$ cat config.mk
export PLATFORM = sky130hd
export DESIGN_NAME = sem_back
export DESIGN_NICKNAME = d
export VERILOG_FILES = /design/src/hw/rtl/sem_pkg.sv /design/src/hw/rtl/sem_back.sv
export SDC_FILE = /design/constraint.sdc
export NUM_CORES = 1
export LEC_CHECK = 0
export BUFFER_PORTS_ARGS = -buffer_cell sky130_fd_sc_hd__buf_2
export CAP_MARGIN = 20
export CORE_MARGIN = 2
export CORE_UTILIZATION = 35
export DETAILED_ROUTE_END_ITERATION = 10
export MAX_ROUTING_LAYER = met4
export PLACE_DENSITY = 0.64
export SLEW_MARGIN = 10
export SYNTH_ARGS = -nofsm -noshare
export SYNTH_HDL_FRONTEND = slang
export SYNTH_SLANG_ARGS = --single-unit
$ cat constraint.sdc
create_clock -name clk -period 8.7 [get_ports clk]
set_clock_uncertainty 0.1 [all_clocks]
set_input_delay 0.435 -clock clk [delete_from_list [all_inputs] [get_ports clk]]
set_output_delay 0.435 -clock clk [all_outputs]
set_load 0.02 [all_outputs]
$ cat src/hw/rtl/sem_pkg.sv
// ----------------------------------------------------------------------------
// sem_pkg
// Shared types and constants of the Sobel edge magnitude core.
// ----------------------------------------------------------------------------
package sem_pkg;

	localparam int MAX_WIDTH_DEF = 2048;

	localparam logic [11:0] WIDTH_RESET  = 12'd640;
	localparam logic [15:0] HEIGHT_RESET = 16'd480;

	// configuration register indexes
	localparam logic [0:0] REG_IMAGE_WIDTH  = 1'b0;
	localparam logic [0:0] REG_IMAGE_HEIGHT = 1'b1;

	// gradient queue between front and back
	localparam int QUEUE_DEPTH = 4;
	localparam int QPTR_W      = $clog2(QUEUE_DEPTH);
	localparam int QLEVEL_W    = $clog2(QUEUE_DEPTH + 1);

	typedef struct packed {
		logic signed [10:0] gx;
		logic signed [10:0] gy;
		logic [10:0]        col;
		logic [15:0]        row;
		logic               last;
	} grad_item_t;

endpackage

$ cat src/hw/rtl/sem_back.sv
// ----------------------------------------------------------------------------
// sem_back
// Sum of squares, digit-by-digit square root and output register.
// Result is 255 minus the rounded-up root, saturated at 0.
// ----------------------------------------------------------------------------
module sem_back (
	input  logic                clk,
	input  logic                arst_n,
	input  logic                pop_valid,
	input  sem_pkg::grad_item_t pop_item,
	output logic                pop_ready,
	output logic                m_tvalid,
	input  logic                m_tready,
	output logic [39:0]         m_tdata,
	output logic                m_tlast
);
	import sem_pkg::*;

	typedef enum logic [2:0] {
		ST_IDLE,
		ST_SQ_X,
		ST_SQ_Y,
		ST_ROOT,
		ST_FIN
	} state_t;

	state_t             state_q;
	logic signed [10:0] gx_q;
	logic signed [10:0] gy_q;
	logic [10:0]        col_q;
	logic [15:0]        row_q;
	logic               last_q;
	logic [20:0]        rem_q;
	logic [21:0]        root_q;
	logic [20:0]        probe_q;

	logic               out_valid_q;
	logic [7:0]         out_edge_q;
	logic [10:0]        out_col_q;
	logic [15:0]        out_row_q;
	logic               out_last_q;

	logic signed [10:0] mul_in;
	logic signed [21:0] square;
	logic [22:0]        trial;
	logic               fits;
	logic [10:0]        mag;
	logic [7:0]         edge_val;

	assign mul_in = (state_q == ST_SQ_X) ? gx_q : gy_q;
	assign square = mul_in * mul_in;
	assign trial  = 23'(root_q) + 23'(probe_q);
	assign fits   = 23'(rem_q) >= trial;
	assign mag    = 11'(root_q) + 11'(rem_q != 21'd0);
	assign edge_val = (mag >= 11'd255) ? 8'd0 : 8'(11'd255 - mag);

	assign pop_ready = (state_q == ST_IDLE);

	always_ff @(posedge clk or negedge arst_n) begin
		if (!arst_n) begin
			state_q     <= ST_IDLE;
			out_valid_q <= 1'b0;
		end else begin
			if (out_valid_q && m_tready && (state_q != ST_FIN)) begin
				out_valid_q <= 1'b0;
			end
			unique case (state_q)
				ST_IDLE: begin
					if (pop_valid) begin
						gx_q    <= pop_item.gx;
						gy_q    <= pop_item.gy;
						col_q   <= pop_item.col;
						row_q   <= pop_item.row;
						last_q  <= pop_item.last;
						state_q <= ST_SQ_X;
					end
				end
				ST_SQ_X: begin
					rem_q   <= square[20:0];
					state_q <= ST_SQ_Y;
				end
				ST_SQ_Y: begin
					rem_q   <= rem_q + square[20:0];
					root_q  <= '0;
					probe_q <= 21'h100000;
					state_q <= ST_ROOT;
				end
				ST_ROOT: begin
					if (fits) begin
						rem_q  <= rem_q - trial[20:0];
						root_q <= (root_q >> 1) + 22'(probe_q);
					end else begin
						root_q <= root_q >> 1;
					end
					probe_q <= probe_q >> 2;
					if (probe_q[0]) begin
						state_q <= ST_FIN;
					end
				end
				ST_FIN: begin
					if (!out_valid_q || m_tready) begin
						out_valid_q <= 1'b1;
						out_edge_q  <= edge_val;
						out_col_q   <= col_q;
						out_row_q   <= row_q;
						out_last_q  <= last_q;
						state_q     <= ST_IDLE;
					end
				end
				default: state_q <= ST_IDLE;
			endcase
		end
	end

	assign m_tvalid = out_valid_q;
	assign m_tdata  = {5'd0, out_row_q, out_col_q, out_edge_q};
	assign m_tlast  = out_last_q;

endmodule

==> results.cfg <==
[detailed_routing]
dr.pass1.iters = 5
routedWlPerCell_um = 14.7
drtAntennaViolNets = 0
detail_route.iter0.violations = 553
drc = 0
vias = 9099
avgViaCountPerCell = 5.00
wl_um = 26700

[timing]
hold_viol = 0
worst_pin_slew_ns = 1.04
finalSetupViolations = 0
fin_crit_ns = 8.39
slew_headroom_pct = 30.2
max_freq_mhz = 119
slew_violations = 0
finalWorstSetupSlack_ns = 0.307
finalCritPeriodShare_pct = 96.5

[worst_setup_path]
critPathMaxStageDelay_ns = 0.56
critPathLaunchType = flop
end_kind = flop
critPathArrivalTime_ns = 8.60
worst_path_max_delay_cell = fa_1
cp_max_fo = 7
worstSetupPathType = flop to flop
cp_data_required_time_ns = 8.91

[synth]
synth.distinct_cells = 69
synth_compound_area_share_pct = 11.1
yosys.area.top_type_share_pct = 33.9
synth-seq-cells = 144
synth-simple-area-share_pct = 13.7
netlist_area_mm2 = 0.0124
synth_xor_area_share_pct = 5.86
ys.warnings.count = 0
syn_area_per_cell_um2 = 10.2
synth_flop_cell = edfxtp_1
synthCells = 1221
yosys-top-cells-area = edfxtp_1 (34%), fa_1 (16%), ha_1 (11%)
synth_top_family_by_area = adder cells
synth_enable_flop_cells = 140
yosysTopAreaCell = edfxtp_1
synth_mux_area_share_pct = 1.62
synthAdderAreaFrac_pct = 26.8
yosysSeqAreaShare_pct = 34.7
async_flop_share_pct = 2.78

[placed_design]
io_buffers = 91
place_area_mm2 = 0.0136
post-dp-hpwl_um = 20600
place.gp.congestion = 0.890
dp_worst_setup_slack_ns = -0.106

[global_routing]
grt_usage_pct = 15.2
grt_max_degree = 51
antenna_found_initial = 0
overflow = 0
grt_pass1_vias = 9095
grt_pass1_wl_um = 43800

[floorplanning]
die_y_um = 192
dieArea_mm2 = 0.0370
ios = 97
core_area_mm2 = 0.0347
start_util_pct = 35.8
die_w_um = 192
placementRows = 68

[cts]
clk-insertion-delay-late_ns = 0.44
cts_made_buffers = 17
clk_pin_slew_ns = 0.07
cts_tree = built
cts.path.max_buffers = 2
htree_levels = 4
cts_sinks = 144
clk_root_buffer_cell = clkbuf_16

[flow_run]
drv_cap = 0

[layout]
finish.utilization_pct = 41.7
layout-drive-gt1-share_pct = 16.6
n_antenna_cell = 0
area_growth_pct = 16.7
layout.nets = 1613
stdcell_area_mm2 = 0.0145

[outcome]
run_status = finished clean

[min_path]
hold_class = input port to flop
==> Yosys cell counts (all sizes together) (6+ instances only) <==
cell type  number
a211oi         10
a21o            7
a21oi          61
a31o            9
a31oi          17
and2           18
and3            6
buf             9
clkbuf         24
edfxtp        140
fa             99
ha            108
inv           159
mux2            6
mux2i          13
nand2          92
nand2b         12
nand3          19
nor2          138
nor2b           8
nor3           21
nor4            6
o21a            8
o21ai          51
o21bai         10
or3             7
xnor2          41
xor2           42
==> layout by cell type (no fill, tap or decap), types with 5 or more instances in the layout <==
cell | Yosys | layout
inv_1 | 159 | 156
edfxtp_1 | 140 | 140
nor2_1 | 138 | 133
ha_1 | 108 | 104
fa_1 | 99 | 99
nand2_1 | 92 | 91
buf_2 | 2 | 91
a21oi_1 | 61 | 59
o21ai_0 | 51 | 49
buf_4 | 5 | 46
xor2_1 | 42 | 42
xnor2_1 | 41 | 39
nor3_1 | 21 | 21
nand3_1 | 19 | 19
and2_1 | 18 | 18
clkbuf_16 | 0 | 18
a31oi_1 | 17 | 16
nand2b_1 | 12 | 12
mux2i_1 | 12 | 10
o21bai_1 | 10 | 10
a211oi_1 | 10 | 10
a31o_2 | 9 | 9
o21a_1 | 8 | 8
nor2b_1 | 8 | 8
or3_1 | 7 | 7
a21o_1 | 7 | 7
mux2_2 | 6 | 6
and3_1 | 6 | 6
o211ai_1 | 5 | 5
or4_1 | 5 | 5
nor4_1 | 5 | 5
nand4_1 | 5 | 5
conb_1 | 1 | 5
==> path summary, 6_finish.rpt <==
kind / start / end / slack (ns) / cells past startpoint
setup / recovery: state_q[1]$_DFFE_PN0P_ / rem_q[20]$_DFFE_PP_ / 0.31 / 33
min in group asynchronous: arst_n / m_tvalid$_DFF_PN0_ / 0.25 / 2
setup reg to reg: state_q[1]$_DFFE_PN0P_ / rem_q[20]$_DFFE_PP_ / 0.31 / 33
hold reg to reg: col_q[4]$_DFFE_PP_ / out_col_q[4]$_DFFE_PP_ / 0.31 / 0
hold / removal: pop_item[33] / gy_q[5]$_DFFE_PP_ / 0.07 / 1
max in group asynchronous: arst_n / state_q[1]$_DFFE_PN0P_ / 8.09 / 2
==> worst max-delay path: cells and delay by family, from the launching register on <==
family	cells	cell delay [ns]
buffers and inverters	7	0.59
AND/OR/NAND/NOR	9	1.63
AO/OA/AOI/OAI	6	1.41
multiplexers	1	0.38
XOR/XNOR	3	0.53
adder cells (fa/ha/maj)	7	3.20
flip-flops	1	0.41
==> area by class of cell <==
| type | count | area, um2 |
|---|---|---|
| inverter | 161 | 604 |
| multi-input combinational | 887 | 7530 |
| timing repair buffer | 141 | 867 |
| clock buffer | 20 | 467 |
| fill | 3306 | 20200 |
| sequential | 144 | 4300 |
| tap | 455 | 569 |
| clock inverter | 12 | 146 |
==> stage by stage <==
step                      hold slack [ns]  cells  setup TNS [ns]
after floorplan                    0.0394   1225               0
after global placement              0.166   1776               0
after detailed placement            0.169   1776          -0.106
after CTS                          0.0506   1810               0
after global routing               0.0519   1820          -0.109
final                              0.0666   1820               0
==> logic make-up after synthesis <==
family / count (synthesis)
compound gates: 217
xor+xnor: 83
fa+ha+maj: 207
buf+inv: 194
flops: 144
mux: 19
other cells: 1
simple gates: 356
==> repair_timing <==
item	in CTS	in global routing
hold endpoints to repair	4	0
endpoints found under the setup margin	1	3
hold buffers	1	0
buffers inserted	1	9
gates cloned	0	1
pin swaps	1	12
resized for setup	2	29
==> registers in the layout, summed over array words and instances (netlist names) <==
signal      cells
root_q         22
last_q          1
rem_q          21
m_tlast         1
out_row_q      16
state_q         3
gx_q           11
gy_q           11
out_col_q      11
row_q          16
col_q          11
probe_q        11
out_edge_q      8
m_tvalid        1
==> routing by layer <==
| metal | GRT usage (%) | wire [um] |
|---|---|---|
| met1 | 19.9 | 12200 |
| met2 | 24.2 | 12900 |
| met3 | 2.64 | 1160 |
| met4 | 4.70 | 478 |
| met5 | - | 0 |
Power is left out: the tool's default activity adds up to more than one toggle a clock period on the data nets, which glitch-free logic cannot reach.
