**src/hw/rtl/sem_pkg.sv**
```systemverilog
// ----------------------------------------------------------------------------
// sem_pkg
// Shared types and constants of the Sobel edge magnitude core.
// ----------------------------------------------------------------------------
package sem_pkg;

	localparam int MAX_WIDTH_DEF = 2048;

	localparam logic [11:0] WIDTH_RESET  = 12'd640;
	localparam logic [15:0] HEIGHT_RESET = 16'd480;

	// configuration register indexes
	localparam logic [0:0] REG_IMAGE_WIDTH  = 1'b0;
	localparam logic [0:0] REG_IMAGE_HEIGHT = 1'b1;

	// gradient queue between front and back
	localparam int QUEUE_DEPTH = 4;
	localparam int QPTR_W      = $clog2(QUEUE_DEPTH);
	localparam int QLEVEL_W    = $clog2(QUEUE_DEPTH + 1);

	typedef struct packed {
		logic signed [10:0] gx;
		logic signed [10:0] gy;
		logic [10:0]        col;
		logic [15:0]        row;
		logic               last;
	} grad_item_t;

endpackage

```
**src/hw/rtl/sem_queue.sv**
```systemverilog
// ----------------------------------------------------------------------------
// sem_queue
// Short queue of gradient items between the front and the back.
// ----------------------------------------------------------------------------
module sem_queue (
	input  logic                         clk,
	input  logic                         arst_n,
	input  logic                         push_valid,
	input  sem_pkg::grad_item_t          push_item,
	input  logic                         pop_ready,
	output logic                         pop_valid,
	output sem_pkg::grad_item_t          pop_item,
	output logic [sem_pkg::QLEVEL_W-1:0] level
);
	import sem_pkg::*;

	grad_item_t            entries_q [QUEUE_DEPTH];
	logic [QPTR_W-1:0]     wr_ptr_q;
	logic [QPTR_W-1:0]     rd_ptr_q;
	logic [QLEVEL_W-1:0]   level_q;
	logic                  do_push;
	logic                  do_pop;

	assign pop_valid = (level_q != '0);
	assign pop_item  = entries_q[rd_ptr_q];
	assign level     = level_q;
	assign do_push   = push_valid && (level_q != QLEVEL_W'(QUEUE_DEPTH));
	assign do_pop    = pop_ready && pop_valid;

	always_ff @(posedge clk or negedge arst_n) begin
		if (!arst_n) begin
			wr_ptr_q <= '0;
			rd_ptr_q <= '0;
			level_q  <= '0;
		end else begin
			if (do_push) begin
				wr_ptr_q <= wr_ptr_q + QPTR_W'(1);
			end
			if (do_pop) begin
				rd_ptr_q <= rd_ptr_q + QPTR_W'(1);
			end
			if (do_push && !do_pop) begin
				level_q <= level_q + QLEVEL_W'(1);
			end else if (do_pop && !do_push) begin
				level_q <= level_q - QLEVEL_W'(1);
			end
		end
	end

	always_ff @(posedge clk) begin
		if (do_push) begin
			entries_q[wr_ptr_q] <= push_item;
		end
	end

endmodule

```
**config.mk**
```make
export PLATFORM = sky130hd
export DESIGN_NAME = sem_queue
export DESIGN_NICKNAME = d
export VERILOG_FILES = /design/src/hw/rtl/sem_pkg.sv /design/src/hw/rtl/sem_queue.sv
export SDC_FILE = /design/constraint.sdc
export NUM_CORES = 1
export LEC_CHECK = 0
export ABC_AREA = 1
export BUFFER_PORTS_ARGS = -buffer_cell sky130_fd_sc_hd__buf_2
export CAP_MARGIN = 20
export CORE_MARGIN = 1
export CORE_UTILIZATION = 35
export CTS_BUF_LIST = sky130_fd_sc_hd__clkbuf_8
export DETAILED_ROUTE_END_ITERATION = 10
export HOLD_SLACK_MARGIN = 0.15
export PLACE_DENSITY_LB_ADDON = 0.15
export REMOVE_ABC_BUFFERS = 1
export SETUP_SLACK_MARGIN = 0.3
export SLEW_MARGIN = 10
export SYNTH_ARGS = -nofsm -noshare
export SYNTH_HDL_FRONTEND = slang
export SYNTH_SLANG_ARGS = --single-unit
```
**constraint.sdc**
```tcl
create_clock -name clk -period 4 [get_ports clk]
set_input_delay 0.2 -clock clk [delete_from_list [all_inputs] [get_ports clk]]
set_output_delay 0.2 -clock clk [all_outputs]
set_load 0.03 [all_outputs]
```
==> reports/qor.csv, run 1 <==
metric,value,unit
status,completed,
ios,108,
synth_seq_cells,207,
synth_mux_area_share,0,%
fin_worst_skew,23.4,ps
synth_xor_area_share,0.103,%
rows,56,
drv_cap,0,
hold_viol,0,
initial_core_util,36.0,%
crit_arrival,2640,ps
cp_slowest_cell,inv_6,
cts_made_buffers,37,
reg2regPathDepth,5,
grt_max_degree,146,
synth_top_cell_area_share,70.5,%
whs_path_depth,2,
min_to,entries_q[2][1]$_DFFE_PP_,
stdcell_count,1156,
p_per_area,746,nW/µm²
cp-end-kind,primary output,
ys_seq_area_share,72.5,%
finalCritPeriodShare,71.0,%
ant_nets,0,
p_leak,4.27,nW
worstPathMaxFanout,145,
yosys_warnings,0,
ctsHoldBuffers,54,
synthCells,643,
synthesis.area,8520,µm²
gp_congestion,0.715,
drive_gt1_share,21.4,%
dp.cells,1044,
setup_viol,0,
die_x,158,µm
avgSynthCellArea,13.3,µm²
die_h,158,µm
synth.area.top_cells,"edfxtp_1, o211ai_1, nand2_1",
antenna_found_initial,0,
slew_violations,0,
fmax,0.352,GHz
worstReg2RegEnd,entries_q[1][21]$_DFFE_PP_,
grt_overflow,0,
io_buffer_count,107,
root_buffer,clkbuf_8,
async_flop_share,3.38,%
avgRoutedWirePerCell,15.0,µm
max_slew_margin,30.9,%
synth_ff_type,edfxtp_1,
yosysTopAreaCell,edfxtp_1,
grt_pass1_vias,5379,
synth_common_cells,"edfxtp_1, nand2_1, inv_1",
cts_tree,yes,
multiInputGateArea,1640,µm²
dieArea,25000,µm²
reg2reg_from,level[0]$_DFFE_PN0P_,
cts_setup_buffers,0,
worst_slew_pin_slew,1040,ps
dpl.hpwl,9760,µm
hp-start,push_item[1],
fin_nets,878,
yosys.area_share.simple,8.02,%
fin_util,44.0,%
drt_iter0_markers,238,
setup_tns,0,ps
n_antenna_cell,0,
synth_most_common_cell,edfxtp_1,
viasPerCell,4.49,
min_period,2840,ps
crit_type,flop to primary output,
routed_wl,17300,µm
final-seq-area,6180,µm²
drc,0,
synth_edf_count,200,
synth_top_family_by_area,compound AO/OA/AOI/OAI gates,
num_vias,5191,
holdCritPathClass,input pin to flop,
syn_to_final_growth,22.2,%
first_pass_iters,4,
grt_pass1_wl,27100,µm
clock_sinks,207,
cp_cell_sequence,inv_6 > buf_4 > nand2_1 > o211ai_1 > nand2_1 > buf_2,
synth_cell_types,17,
fillCellCount,2217,
required,3800,ps
cpMostUsedCell,nand2_1,
coreArea,23700,µm²
rsz0062_at_grt,no,
htreeDepth,2,
synth_adder_area_share,0.969,%
clkLatencyLatePin,510,ps
synth_compound_area_share,9.81,%
critPathLaunchType,flop,
clock_path_buffers,3,
critPathMaxStageDelay,660,ps
r2r_setup_slack,1730,ps
grt.total_usage,14.3,%
ir_drop,542,µV
path_clk_slew,60,ps
post_cts_resized,0,
==> layout make-up <==
| class | instances | share of cell area [%] |
|---|---|---|
| Inverter | 116 | 4.23 |
| Multi-Input combinational cell | 287 | 15.8 |
| Tap cell | 319 | 3.83 |
| Clock inverter | 20 | 0.757 |
| Sequential cell | 207 | 59.4 |
| Timing Repair Buffer | 169 | 11.0 |
| Clock buffer | 38 | 5.02 |
==> routing by layer <==
metal / up-vias / track usage [%] / share of wire [%]
met3: 35 / 4.43 / 6.1
met1: 2459 / 16.7 / 44
li1: 2579 / - / -
met5: - / 0 / 0
met4: 0 / 4.67 / 2.1
met2: 118 / 25.0 / 48
==> state kept, by name, summed over array words and instances (netlist names) <==
signal and flops:
entries_q 200, level 3, rd_ptr_q 2, wr_ptr_q 2
==> power breakdown <==
group          leakage, nW  switching, W  internal (W)
sequential            1.92      0.000121       0.00286
clock                0.353      0.000794      0.000867
combinational         2.00       0.00228      0.000846
total                 4.27       0.00319       0.00457
==> cells by family after synthesis <==
logic type | Yosys count
and+or+nand+nor | 179
DFF | 207
buffers and inverters | 149
AOI/OAI and AO/OA | 101
adders and majority gates | 6
xor gates and xnor gates | 1
==> worst max path at each step <==
stage	from	end	cells after the start
after global placement	rd_ptr_q[0]$_DFFE_PN0P_	pop_item[46]	6
final	rd_ptr_q[0]$_DFFE_PN0P_	pop_item[46]	6
after detailed placement	rd_ptr_q[0]$_DFFE_PN0P_	pop_item[46]	6
after global routing	rd_ptr_q[0]$_DFFE_PN0P_	pop_item[29]	6
after floorplan	level[0]$_DFFE_PN0P_	entries_q[0][0]$_DFFE_PP_	4
after CTS	rd_ptr_q[0]$_DFFE_PN0P_	pop_item[46]	6
==> through the flow <==
step | power, W | hold slack [ps] | cell area [µm²] | setup slack, ps
global placement | 0.00611 | 40.1 | 9270 | 1740
detailed placement | 0.00617 | 48.7 | 9270 | 1680
global route | 0.00830 | 432 | 10400 | 894
floorplan | 0.00519 | -95.6 | 8230 | 513
CTS | 0.00791 | 414 | 10400 | 1110
finish | 0.00777 | 450 | 10400 | 1160
==> cell usage in the layout (no fill, tap or decap) <==
master	n
fa_1	1
clkinv_2	3
xnor2_1	1
buf_12	1
inv_2	1
inv_6	1
buf_2	107
clkinv_1	6
inv_1	125
buf_4	7
nor2_4	4
ha_1	5
nand2_1	167
dlygate4sd3_1	54
nand3_1	7
edfxtp_1	200
dfrtp_1	6
clkbuf_8	38
o211ai_1	84
o21ai_0	1
dfrtp_2	1
nand4_1	1
o211ai_2	16
==> critical path: cells and delay by family (launching register included) <==
| kind | cells | cell delay, ps |
|---|---|---|
| AOI/OAI and AO/OA | 1 | 90 |
| buffers and inverters | 3 | 1300 |
| and+or+nand+nor | 2 | 170 |
| DFF | 1 | 430 |
Note: power is estimated with default switching activity, not from simulation.
==> run 2: changes to the inputs <==
--- a/config.mk
+++ b/config.mk
@@ -5,7 +5,7 @@
 export SDC_FILE = /design/constraint.sdc
 export NUM_CORES = 1
 export LEC_CHECK = 0
-export ABC_AREA = 1
+export ABC_AREA = 0
 export BUFFER_PORTS_ARGS = -buffer_cell sky130_fd_sc_hd__buf_2
 export CAP_MARGIN = 20
 export CORE_MARGIN = 1
==> constraint.sdc (replaced) <==
create_clock -name clk -period 2.45 [get_ports clk]
set_input_delay 0.1225 -clock clk [delete_from_list [all_inputs] [get_ports clk]]
set_output_delay 0.1225 -clock clk [all_outputs]
set_load 0.03 [all_outputs]
==> run 2 against run 1 <==
Against the previous run: critical path depth is 2 lower; final cell count is 30% lower; flip-flop and latch count stayed put; global-route usage is 0.95 points lower; via count is 27% lower; hold slack worse by 90 ps; first-iteration DRC count is 36% lower; clock skew is 1.1 ps higher; combinational power is 58% higher; worst setup slack worse by 800 ps; critical endpoint is now pop_item[29]; largest power group unchanged.
==> reports/qor.csv, run 2 <==
metric,value,unit,change
mostFrequentLayoutCell,edfxtp_1,,
place_area,8550,µm²,-7.8%
drt_iter0_markers,153,,-36%
synthesis.area,7680,µm²,-9.9%
holdCritPathClass,input pin to flop,,
antenna_found_initial,0,,unchanged
viasPerCell,4.70,,+4.6%
grtUsageMet3,3.79,%,-0.65 points
largest_register_ffs,200,,unchanged
p_leak,3.56,nW,-17%
grt_overflow,0,,unchanged
io_buffer_count,107,,unchanged
initial_core_util,36.1,%,+0.11 points
largest-register,entries_q,,
avgRoutedWirePerCell,18.7,µm,+25%
setup_viol,0,,unchanged
crit_type,flop to primary output,,
gp_congestion,0.692,,-3.2%
mostFrequentLayoutCells,"edfxtp_1, buf_2, dlygate4sd3_1",,
rows,53,,-5.4%
num_vias,3776,,-27%
drive_gt1_share,43.5,%,+22 points
p_per_area,1260,nW/µm²,+68%
ir_drop,720,µV,+33%
coreArea,21300,µm²,-10%
synth_most_common_cell,edfxtp_1,,
yosys_warnings,0,,unchanged
drv_cap,0,,unchanged
ys_seq_area_share,80.5,%,+7.9 points
grt_max_degree,35,,-76%
clock_sinks,207,,unchanged
yosys.area_share.simple,0.619,%,-7.4 points
finalCritPeriodShare,85.4,%,
final-seq-area,6190,µm²,about the same
drc,0,,unchanged
synth_top_cell_area_share,78.2,%,+7.7 points
fillCellCount,1816,,-18%
async_flop_share,3.38,%,unchanged
synth.area.top_cells,"edfxtp_1, mux4_2, dfrtp_1",,
path_clk_slew,60,ps,about the same
htreeDepth,2,,unchanged
first_pass_iters,4,,unchanged
finalHoldWorstSlack,360,ps,-90.3 ps
synth_common_cells,"edfxtp_1, mux4_2, dfrtp_1",,
synth_adder_area_share,1.07,%,+0.11 points
cp-end-kind,primary output,,
dieArea,22500,µm²,-9.7%
synth_compound_area_share,0.147,%,-9.7 points
required,2330,ps,-1470 ps
die_h,150,µm,-5.0%
critPathLaunchType,flop,,
yosysTopAreaCell,edfxtp_1,,
synth_xor_area_share,0.684,%,+0.58 points
final_area,10000,µm²,-3.8%
ios,108,,unchanged
ant_nets,0,,unchanged
grt.total_usage,13.4,%,-0.95 points
syn_to_final_growth,30.4,%,
fin_nets,563,,-36%
cts_tree,yes,,
fmax,0.478,GHz,
routed_wl,15000,µm,-13%
synth_mux_area_share,15.0,%,+15 points
design_power_total,0.0126,W,+62%
min_period,2090,ps,
clkLatencyLatePin,510,ps,about the same
synth_edf_count,200,,unchanged
hold_viol,0,,unchanged
grt-busiest-layer,met2,,
synth_seq_cells,207,,unchanged
clock_path_buffers,3,,unchanged
status,completed,,
crit_arrival,1970,ps,-670 ps
multiInputGateArea,1360,µm²,-17%
layout_setup_ws,358,ps,-803 ps
dp_slack,331,ps,-1350 ps
worstPathMaxFanout,9,,-94%
worst_slew_pin_slew,490,ps,-546 ps
grt_use_met2,22.1,%,-2.9 points
n_antenna_cell,0,,unchanged
fin_worst_skew,24.5,ps,+1.07 ps
synth_top_family_by_area,multiplexers,,
dpl.hpwl,8290,µm,-15%
fin_util,47.0,%,+3.1 points
rsz0062_at_grt,yes,,
grt_pass1_wl,22100,µm,-18%
synth_ff_type,edfxtp_1,,
avgSynthCellArea,26.0,µm²,+96%
grt_use_met1,16.8,%,+0.10 points
grt_pass1_vias,4095,,-24%
slew_violations,0,,unchanged
max_slew_margin,67.3,%,+36 points
synth_cell_types,20,,+3
cts_made_buffers,36,,-2.7%
die_x,150,µm,-5.0%
synthCells,296,,-54%
root_buffer,clkbuf_8,,
[run 2: timing repair]
| action | CTS | global route |
|---|---|---|
| endpoints found under the setup margin | 44 | 48 |
| endpoints found under the hold margin | 212 | 0 |
| cloned | 0 | 3 |
| hold buffers | 54 | 0 |
| buffers inserted | 3 | 2 |
| resized for setup | 2 | 76 |
[run 2: cell type report]
type,instances,share of cell area [%]
clock buffers,38,5.22
clock inverters,26,1.07
inverters,3,0.112
multi-input cells,74,13.6
flip-flops and latches,207,61.8
well taps,275,3.44
repair buffers,181,14.8
[run 2: cell families (layout without fill, tap and decap cells)]
logic type      after synthesis  count (layout)
buf+inv                      15             248
compound gates                1               1
flops                       207             207
xor+xnor                      6               6
simple gates                  9               9
fa+ha+maj                     6               6
mux                          52              52
[run 2: stage by stage]
stage | instances | TNS (ps)
after floorplan | 284 | -55360
after global placement | 678 | 0
after detailed placement | 678 | 0
after CTS | 799 | 0
after global routing | 804 | 0
final | 804 | 0
[run 2: critical path, stage by stage (launching register included)]
cell,delay (ps)
dfrtp_4,490
buf_12,140
buf_16,140
mux4_2,510
buf_4,180
[run 2: final timing paths]
| path | endpoint | start | depth (start not counted) | slack, ps |
|---|---|---|---|---|
| max | pop_item[29] | rd_ptr_q[0]$_DFFE_PN0P_ | 4 | 360 |
| min | entries_q[2][5]$_DFFE_PP_ | push_item[5] | 2 | 360 |
| max reg2reg | level[2]$_DFFE_PN0P_ | level[0]$_DFFE_PN0P_ | 8 | 380 |
| min reg2reg | level[2]$_DFFE_PN0P_ | level[2]$_DFFE_PN0P_ | 1 | 530 |
| max in group asynchronous | rd_ptr_q[0]$_DFFE_PN0P_ | arst_n | 3 | 1580 |
| min in group asynchronous | level[1]$_DFFE_PN0P_ | arst_n | 3 | 580 |
[run 2: layer usage]
metal	vias to the layer above	part of all wire (%)
met3	26	5.2
met5	-	0
met1	1968	44
li1	1680	-
met2	102	49
met4	0	1.8
[run 2: report_power, final]
part | internal (W) | switching [W] | leakage (nW)
clock network | 0.00143 | 0.00132 | 0.371
logic | 0.00211 | 0.00281 | 1.28
registers | 0.00470 | 0.000199 | 1.91
